==> src/sv/arc_pkg.sv <==
// ----------------------------------------------------------------------------
// arc_pkg: shared definitions for the arithmetic coder renormalizer
// Operation codes, result kinds, sequencer states and default sizes.
// ----------------------------------------------------------------------------
`default_nettype none

package arc_pkg;

    // Default code range width and follow counter width
    localparam int CODE_BITS_DEF   = 16;
    localparam int FOLLOW_BITS_DEF = 32;

    // Fixed port field widths
    localparam int CODE_W   = 16;
    localparam int FOLLOW_W = 32;

    // Operation codes; code 3 is unused and produces no beat
    typedef enum logic [1:0] {
        OP_RENORM = 2'd0,
        OP_FINISH = 2'd1,
        OP_START  = 2'd2
    } op_t;

    // Result kinds
    localparam logic KIND_EMIT  = 1'b0;
    localparam logic KIND_RANGE = 1'b1;

    // Sequencer states
    typedef enum logic [1:0] {
        ST_IDLE = 2'b01,
        ST_RUN  = 2'b10
    } state_t;

endpackage

`default_nettype wire

==> src/sv/arith_coder_renormalizer.sv <==
// ----------------------------------------------------------------------------
// arith_coder_renormalizer
// Output stage of a binary arithmetic encoder: scales the code range one
// bit per cycle, emits bits with pending follow counts, reports the range.
// ----------------------------------------------------------------------------
//
//  channel | direction | handshake          | payload
//  --------+-----------+--------------------+----------------------------------
//  in      | input     | in_valid/in_stall  | operation, low_in, high_in
//  out     | output    | out_valid/out_stall| kind, bit_value, follow_count,
//          |           |                    | low_out, high_out, last
//
//  One input beat is taken in the idle state; the block then stalls its input
//  until the item is done. The scaling unit does one step per cycle: a
//  renormalize does up to CODE_BITS steps, then a range report; start and
//  finish give one beat each. A step waits while the output register is full
//  and stalled. Reset clears the follow counter and the sequencer.
//
`default_nettype none

module arith_coder_renormalizer #(
    parameter int CODE_BITS   = arc_pkg::CODE_BITS_DEF,
    parameter int FOLLOW_BITS = arc_pkg::FOLLOW_BITS_DEF
) (
    input  wire logic                        clk,
    input  wire logic                        rst_n,
    // input channel
    input  wire logic                        in_valid,
    output logic                             in_stall,
    input  wire logic [1:0]                  operation,
    input  wire logic [arc_pkg::CODE_W-1:0]  low_in,
    input  wire logic [arc_pkg::CODE_W-1:0]  high_in,
    // output channel
    output logic                             out_valid,
    input  wire logic                        out_stall,
    output logic                             kind,
    output logic                             bit_value,
    output logic [arc_pkg::FOLLOW_W-1:0]     follow_count,
    output logic [arc_pkg::CODE_W-1:0]       low_out,
    output logic [arc_pkg::CODE_W-1:0]       high_out,
    output logic                             last
);

    localparam int STEP_W = $clog2(CODE_BITS + 1);

    // Range landmarks
    localparam logic [CODE_BITS-1:0] HALF = CODE_BITS'(1) << (CODE_BITS - 1);
    localparam logic [CODE_BITS-1:0] QTR1 = HALF >> 1;
    localparam logic [CODE_BITS-1:0] QTR3 = CODE_BITS'(QTR1 + (QTR1 << 1));
    localparam logic [CODE_BITS-1:0] TOP  = '1;
    localparam logic [FOLLOW_BITS-1:0] FOLLOW_MAX = '1;

    // Sequencer and working range
    arc_pkg::state_t          state_reg, state_next;
    arc_pkg::op_t             op_reg, op_next;
    logic [CODE_BITS-1:0]     lo_reg, lo_next;
    logic [CODE_BITS-1:0]     hi_reg, hi_next;
    logic [STEP_W-1:0]        step_reg, step_next;
    logic [FOLLOW_BITS-1:0]   follow_reg, follow_next;

    // Output register
    logic                     out_valid_reg, out_valid_next;
    logic                     kind_reg, kind_next;
    logic                     bit_reg, bit_next;
    logic [FOLLOW_BITS-1:0]   count_reg, count_next;
    logic [CODE_BITS-1:0]     lo_out_reg, lo_out_next;
    logic [CODE_BITS-1:0]     hi_out_reg, hi_out_next;
    logic                     last_reg, last_next;

    logic                     slot_free;
    logic                     load;
    logic [FOLLOW_BITS-1:0]   follow_inc;
    logic [CODE_BITS-1:0]     sub;
    logic [CODE_BITS-1:0]     lo_sub, hi_sub;

    // Output slot is free when empty or when its beat leaves this cycle
    assign slot_free  = !out_valid_reg || !out_stall;
    assign follow_inc = (follow_reg == FOLLOW_MAX) ? follow_reg : follow_reg + 1'b1;
    assign lo_sub     = lo_reg - sub;
    assign hi_sub     = hi_reg - sub;

    assign in_stall = (state_reg != arc_pkg::ST_IDLE);

    always_comb
    begin
        state_next  = state_reg;
        op_next     = op_reg;
        lo_next     = lo_reg;
        hi_next     = hi_reg;
        step_next   = step_reg;
        follow_next = follow_reg;
        sub         = '0;
        load        = 1'b0;
        kind_next   = kind_reg;
        bit_next    = bit_reg;
        count_next  = count_reg;
        lo_out_next = lo_out_reg;
        hi_out_next = hi_out_reg;
        last_next   = last_reg;

        case (state_reg)
            arc_pkg::ST_IDLE:
            begin
                if (in_valid)
                begin
                    // Latch the item, masking the bounds to the code width
                    op_next    = arc_pkg::op_t'(operation);
                    lo_next    = CODE_BITS'(low_in);
                    hi_next    = CODE_BITS'(high_in);
                    step_next  = '0;
                    state_next = arc_pkg::ST_RUN;
                end
            end
            arc_pkg::ST_RUN:
            begin
                if (slot_free)
                begin
                    case (op_reg)
                        arc_pkg::OP_START:
                        begin
                            follow_next = '0;
                            load        = 1'b1;
                            kind_next   = arc_pkg::KIND_RANGE;
                            bit_next    = 1'b0;
                            count_next  = '0;
                            lo_out_next = '0;
                            hi_out_next = TOP;
                            last_next   = 1'b1;
                            state_next  = arc_pkg::ST_IDLE;
                        end
                        arc_pkg::OP_FINISH:
                        begin
                            // One more follow bit, then the closing bit
                            follow_next = '0;
                            load        = 1'b1;
                            kind_next   = arc_pkg::KIND_EMIT;
                            bit_next    = (lo_reg >= QTR1);
                            count_next  = follow_inc;
                            lo_out_next = '0;
                            hi_out_next = '0;
                            last_next   = 1'b1;
                            state_next  = arc_pkg::ST_IDLE;
                        end
                        arc_pkg::OP_RENORM:
                        begin
                            kind_next   = arc_pkg::KIND_EMIT;
                            count_next  = follow_reg;
                            lo_out_next = '0;
                            hi_out_next = '0;
                            last_next   = 1'b0;
                            if (step_reg == STEP_W'(CODE_BITS))
                            begin
                                load = 1'b1;
                            end
                            else if (hi_reg < HALF)
                            begin
                                load        = 1'b1;
                                bit_next    = 1'b0;
                                follow_next = '0;
                            end
                            else if (lo_reg >= HALF)
                            begin
                                load        = 1'b1;
                                bit_next    = 1'b1;
                                follow_next = '0;
                                sub         = HALF;
                            end
                            else if (lo_reg >= QTR1 && hi_reg < QTR3)
                            begin
                                follow_next = follow_inc;
                                sub         = QTR1;
                            end
                            else
                            begin
                                load = 1'b1;
                            end

                            if (step_reg != STEP_W'(CODE_BITS) &&
                                (hi_reg < HALF || lo_reg >= HALF ||
                                 (lo_reg >= QTR1 && hi_reg < QTR3)))
                            begin
                                // Scale: low doubles, high doubles plus one
                                lo_next   = {lo_sub[CODE_BITS-2:0], 1'b0};
                                hi_next   = {hi_sub[CODE_BITS-2:0], 1'b1};
                                step_next = step_reg + 1'b1;
                            end
                            else
                            begin
                                // Range report closes the item
                                kind_next   = arc_pkg::KIND_RANGE;
                                bit_next    = 1'b0;
                                count_next  = '0;
                                lo_out_next = lo_reg;
                                hi_out_next = hi_reg;
                                last_next   = 1'b1;
                                state_next  = arc_pkg::ST_IDLE;
                            end
                        end
                        default:
                        begin
                            // Unused operation: drop the item
                            state_next = arc_pkg::ST_IDLE;
                        end
                    endcase
                end
            end
            default:
            begin
                state_next = arc_pkg::ST_IDLE;
            end
        endcase

        if (load)
            out_valid_next = 1'b1;
        else if (out_valid_reg && !out_stall)
            out_valid_next = 1'b0;
        else
            out_valid_next = out_valid_reg;
    end

    // Control state
    always_ff @(posedge clk or negedge rst_n)
    begin
        if (!rst_n)
        begin
            state_reg     <= arc_pkg::ST_IDLE;
            follow_reg    <= '0;
            out_valid_reg <= 1'b0;
        end
        else
        begin
            state_reg     <= state_next;
            follow_reg    <= follow_next;
            out_valid_reg <= out_valid_next;
        end
    end

    // Working range and output payload; hold the payload while stalled
    always_ff @(posedge clk)
    begin
        op_reg   <= op_next;
        lo_reg   <= lo_next;
        hi_reg   <= hi_next;
        step_reg <= step_next;
        if (load)
        begin
            kind_reg   <= kind_next;
            bit_reg    <= bit_next;
            count_reg  <= count_next;
            lo_out_reg <= lo_out_next;
            hi_out_reg <= hi_out_next;
            last_reg   <= last_next;
        end
    end

    assign out_valid    = out_valid_reg;
    assign kind         = kind_reg;
    assign bit_value    = bit_reg;
    assign follow_count = arc_pkg::FOLLOW_W'(count_reg);
    assign low_out      = arc_pkg::CODE_W'(lo_out_reg);
    assign high_out     = arc_pkg::CODE_W'(hi_out_reg);
    assign last         = last_reg;

endmodule

`default_nettype wire
==> config.mk <==
export PLATFORM = sky130hd
export DESIGN_NAME = arith_coder_renormalizer
export DESIGN_NICKNAME = d
export VERILOG_FILES = /design/src/sv/arc_pkg.sv /design/src/sv/arith_coder_renormalizer.sv
export SDC_FILE = /design/constraint.sdc
export NUM_CORES = 1
export LEC_CHECK = 0
export CORE_UTILIZATION = 45
export CTS_BUF_LIST = sky130_fd_sc_hd__clkbuf_4
export DETAILED_ROUTE_END_ITERATION = 16
export DONT_BUFFER_PORTS = 1
export PLACE_DENSITY = 0.58
export SLEW_MARGIN = 25
export SYNTH_ARGS = -nofsm -noshare
export SYNTH_HDL_FRONTEND = slang
export SYNTH_SLANG_ARGS = --single-unit
==> constraint.sdc <==
create_clock -name clk -period 3.8 [get_ports clk]
set_input_delay 0.57 -clock clk [delete_from_list [all_inputs] [get_ports clk]]
set_output_delay 0.57 -clock clk [all_outputs]
set_load 0.05 [all_outputs]
# Yosys cells after proc, flatten, opt, wreduce, memory -nomap -nowiden
# Cells that the tools add are included.
# classes
n_addsub,4
mul,0
div_mod_pow,0
order_cmp,4
eq_ne,17
shifts,0
mux,56
n_bitwise,0
reduce_logical,21
# op_table
operator,count
two-way mux 32 bit,6
two-way mux 16 bit,10
two-way mux 15 bit,7
case mux 16 bit (2 select lines),3
case mux 32 bit (3 select lines),1
case mux 32 bit (2 select lines),1
case mux 16 bit (3 select lines),1
adder 32 x 1 -> 32 bit (second input constant),1
equality test 32 bit (second input constant),1
less-than comparator 16 bit (second input constant),2
subtractor 15 bit,2
two-way mux 5 bit,4
>= comparator 16 x 15 -> 1 bit (second input constant),1
>= comparator 16 bit (second input constant),1
two-way mux 1 bit,13
inequality test 2 bit (second input constant),5
case mux 5 bit (2 select lines),1
AND reduction 5 bit,2
two-way mux 2 bit,4
inequality test 4 bit (second input constant),2
AND reduction 4 bit,2
inequality test 3 bit (second input constant),2
case mux 1 bit (3 select lines),2
AND reduction 6 bit,1
17 further kinds,27
# word_totals
reg_bits,141
latch_bits,0
ramBits,0
mem_bits_ro,0
input_bits,38
out_inout_bits,69
elab_cells,115
memories,0

# Longest topological paths before layout
# logic_depth
depth_word,14
ltp_mapped,10
depth_no_buf,9

# Worst setup path before layout
# No wires, ideal clock.
# synth_timing
path_kind,reg2reg
start,"register out_valid_reg, in the netlist out_valid"
end,"register count_reg[0], in the netlist follow_count[0] (enable)"
t_arrival_ns,2.411
path_slack_ns,0.969
path_stages_with_launch,5
path_cell_list,dfrtp_1 nand2_1 nand3b_1 o21bai_1 inv_1
# synth_between
elab_chain_cells,5
# synth_rtl
element,line,source
start: declaration,arith_coder_renormalizer.sv:62,"logic out_valid_reg, out_valid_next;"
start signal: assignment,arith_coder_renormalizer.sv:234,out_valid_reg <= out_valid_next;
logical NOT 1 bit *,arith_coder_renormalizer.sv:77,assign slot_free = !out_valid_reg || !out_stall;
logical OR 1 bit *,arith_coder_renormalizer.sv:77,
two-way mux 1 bit,arith_coder_renormalizer.sv:116,if (slot_free)
two-way mux 1 bit,arith_coder_renormalizer.sv:101,case (state_reg)
AND reduction 4 bit (no line) *,-,
end signal: assignment,arith_coder_renormalizer.sv:249,count_reg <= count_next;
end: declaration,arith_coder_renormalizer.sv:65,"logic [FOLLOW_BITS-1:0] count_reg, count_next;"
# Every way passes the cells marked *; elsewhere a longest branch is shown, timed or not.
# A chain may end at the register's enable or synchronous reset.

# Worst setup path after layout
# layout_timing
start,register follow_reg[0]
end,"register count_reg[30], in the netlist follow_count[30], data pin"
# layout_between
elab_chain_cells,3
word_cells_on_any_way,4
classes_between,add/sub (1); eq/ne (1); mux (2)
# layout_rtl
element,line,source
start: declaration,arith_coder_renormalizer.sv:59,"logic [FOLLOW_BITS-1:0] follow_reg, follow_next;"
start signal: assignment,arith_coder_renormalizer.sv:233,follow_reg <= follow_next;
adder 32 x 1 -> 32 bit or equality test 32 bit (tied branches),arith_coder_renormalizer.sv:78,assign follow_inc = (follow_reg == FOLLOW_MAX) ? follow_reg : follow_reg + 1'b1;
two-way mux 32 bit *,arith_coder_renormalizer.sv:78,
case mux 32 bit (3 select lines) *,arith_coder_renormalizer.sv:118,case (op_reg)
# Marks and branches as above.

==> reports/results.txt <==
Tot Pwr: 3397 uW
mux cell area share after synthesis: 0.1405%
area growth from synthesis to layout: 6.321%
vias: 5,196
Worst-path clk slew: 0.13 ns
crit start category: flip-flop
Synth Area in XOR/XNOR: 0.4917%
TritonCTS Buffers: 17
Synth Area in Adders: 1.054%
critical path class: reg2reg
async set-reset flop share out of synthesis: 24.82%
Crit path required time: 4.12 ns
simple-gate share of the synthesized area: 18.58%
DIE WIDTH: 127.8 um
Mapped Cells: 659
Core Rows: 45
Slew @ Worst Pin: 0.9119 ns
drt drc: 0
Sw Ratio: 29.67%
Post-synth EDFFs: 106
post-route design area: 0.007576 mm^2
worst-path maximum fanout: 18
Synth top area share: 44.67%
clock network power share: 30.7%
number of setup violations in the final report: 0
headroom to the max-slew limit: 39.21%
drt pass-1 iters: 5
Die ar.: 0.01634 mm^2
Post-synth top cells: nand2_1 (132), edfxtp_1 (106), a31oi_1 (41), dfrtp_1 (34), o21ai_0 (28)
dpl hpwl: 10.76 mm
post-synth top area cell: edfxtp_1
top post-synthesis cells by area: edfxtp_1 (45%), dfrtp_1 (12%), nand2_1 (7.0%), a31oi_1 (3.6%), o21ai_0 (2.0%)
sequential share of power: 59.0%
post-CTS sizing: 0
H-tree depth: 4
Max Root-Sink Buffers: 2
Max Slew Vio Count: 0
Worst Setup Slack, final: 0.7764 ns
Place WS: 0.8756 ns
post-synthesis net count: 703
internal power: 2389 uW
largest family of logic cells by synthesized area: simple AND/OR/NAND/NOR gates
Synth Register Bits: 141
largest net degree at the start of global routing: 53
DP Cell Count: 834
Sum Neg Setup Slack: 0 ns
Boundary Pins: 107
Iteration-0 DRC Markers: 415
library cells used by synthesis: 76
vias per inst: 5.986
endpoint class of the critical path: flip-flop
fin cells: 868
Nets: 688
Pleak: 0.002747 uW
Core Box Area: 0.01531 mm^2
first-pass GRT wire length: 27.04 mm
DIE HEIGHT: 127.8 um
initial antenna violation count: 1
P_sw: 1008 uW
GRT Util Overall: 21.63%
Post-CTS Setup Bufs: 0
number of hold violations in the final report: 0
TritonCTS clock tree: yes
cell area after synthesis: 0.007126 mm^2
RSZ-0062 raised after global routing: no
Post-synth top flop: edfxtp_1
Cell Pwr Density: 448.4 mW/mm^2
CP arrival: 3.34 ns
skew final: 0.01660 ns
share of layout cells above drive strength 1: 11.13%
Cell Area, Placed: 0.007238 mm^2
f_max: 0.3307 GHz
wire per inst: 19.49 um
Post-Syn Area per Cell: 10.81 um^2
Clock Latency Late Sink: 0.56 ns
placer congestion estimate: 0.8371
Starting Density: 46.53%
combinational share of power: 10.3%
Ys Warns: 0
number of max-cap violations: 0
Routed WL: 16.92 mm
TritonCTS Sinks: 141
VDD IR max: 0.0001937 V
Final ANT Viol Nets: 0
Final min period: 3.024 ns
status: complete, no violations
grt total ovfl: 0
Tcrit/Tclk final: 79.57%
Compound-Gate Fraction of Synth Area: 18.23%
vias in the first global route: 5,024
Root Buffer: clkbuf_4
Worst Hold Class: in2reg
# port buffers: 0
post-synthesis sequential area ratio: 56.98%
cell with the most instances after synthesis: nand2_1
cells by family after synthesis:
family / Yosys count
muxes: 1
AOI/OAI and AO/OA: 178
buffers and inverters: 65
xor gates and xnor gates: 4
and+or+nand+nor: 264
DFF: 141
adders and majority gates: 6
worst paths after layout:
path                                     from          endpoint  slack (ns)  cells after the start
worst max-delay path            follow_reg[0]  follow_count[30]        0.78                      6
worst min-delay path             operation[1]         op_reg[1]        0.09                      0
worst max register to register  follow_reg[0]  follow_count[30]        0.78                      6
worst min register to register      lo_reg[7]         lo_reg[8]        0.55                      2
max in group asynchronous               rst_n      state_reg[0]        3.00                      2
min in group asynchronous               rst_n      state_reg[1]        0.54                      2
power groups by stage:
| stage | combinational, uW | sequential, uW | clock, uW |
|---|---|---|---|
| 3_3_place_gp | 334 | 2040 | 0 |
| 4_1_cts | 356 | 2010 | 1070 |
| 5_1_grt | 393 | 2020 | 1130 |
| 2_1_floorplan | 252 | 2010 | 0 |
| 3_5_place_dp | 342 | 2040 | 0 |
| 6_report | 349 | 2010 | 1040 |
layout by cell type (no fill, tap or decap), types with 3 or more instances in the layout:
cell type,count
ha_1,6
o311ai_0,4
clkinv_4,5
clkbuf_4,19
a21o_1,18
o21bai_1,3
a22o_1,4
a211oi_1,3
nor3_1,7
nand3_1,25
nor2_2,3
and4_1,4
inv_1,15
nand4_1,8
a31oi_1,41
nand2_1,132
o2bb2ai_1,6
o211ai_1,12
buf_4,11
and3_1,22
or3_1,5
a21oi_1,27
bufinv_16,3
and2_1,5
or4_1,8
or2_2,3
dfrtp_1,34
o21ai_0,27
edfxtp_1,106
nor2_1,16
nand2b_1,6
worst max-delay path: stages, from the launching register on:
cell     delay (ns)
dfrtp_1        0.51
ha_1           0.33
and4_1         0.24
and3_1         0.77
nand4_1        0.36
o211a_1        0.30
a211o_1        0.26
cell type report:
| type | count | area (um^2) |
|---|---|---|
| diodes | 1 | 2.502 |
| clock buffers | 19 | 142.6 |
| clock inverters | 12 | 162.7 |
| fillers | 1443 | 7739 |
| inverters | 17 | 63.81 |
| multi-input cells | 453 | 2748 |
| flip-flops and latches | 141 | 4060 |
| well taps | 211 | 264.0 |
| repair buffers | 14 | 132.6 |
through the flow:
step	utilization, %	hold WS (ns)
final	49.47	0.09404
after global routing	49.47	0.03562
after CTS	49.45	0.05474
after detailed placement	47.26	0.2762
after global placement	47.26	0.2762
after floorplan	-	0.2744
layer usage:
| layer | share of wire (%) | GRT usage [%] |
|---|---|---|
| met3 | 6.8 | 6.469 |
| met4 | 1.3 | 6.782 |
| met5 | 0 | 0 |
| met1 | 43 | 27.55 |
| met2 | 49 | 35.42 |
timing repair:
action | CTS | global route
hold buffers | 2 | 0
hold endpoints to repair | 35 | 0
endpoints found under the setup margin | 0 | 0
No activity file was read; power rests on OpenSTA's default activity.
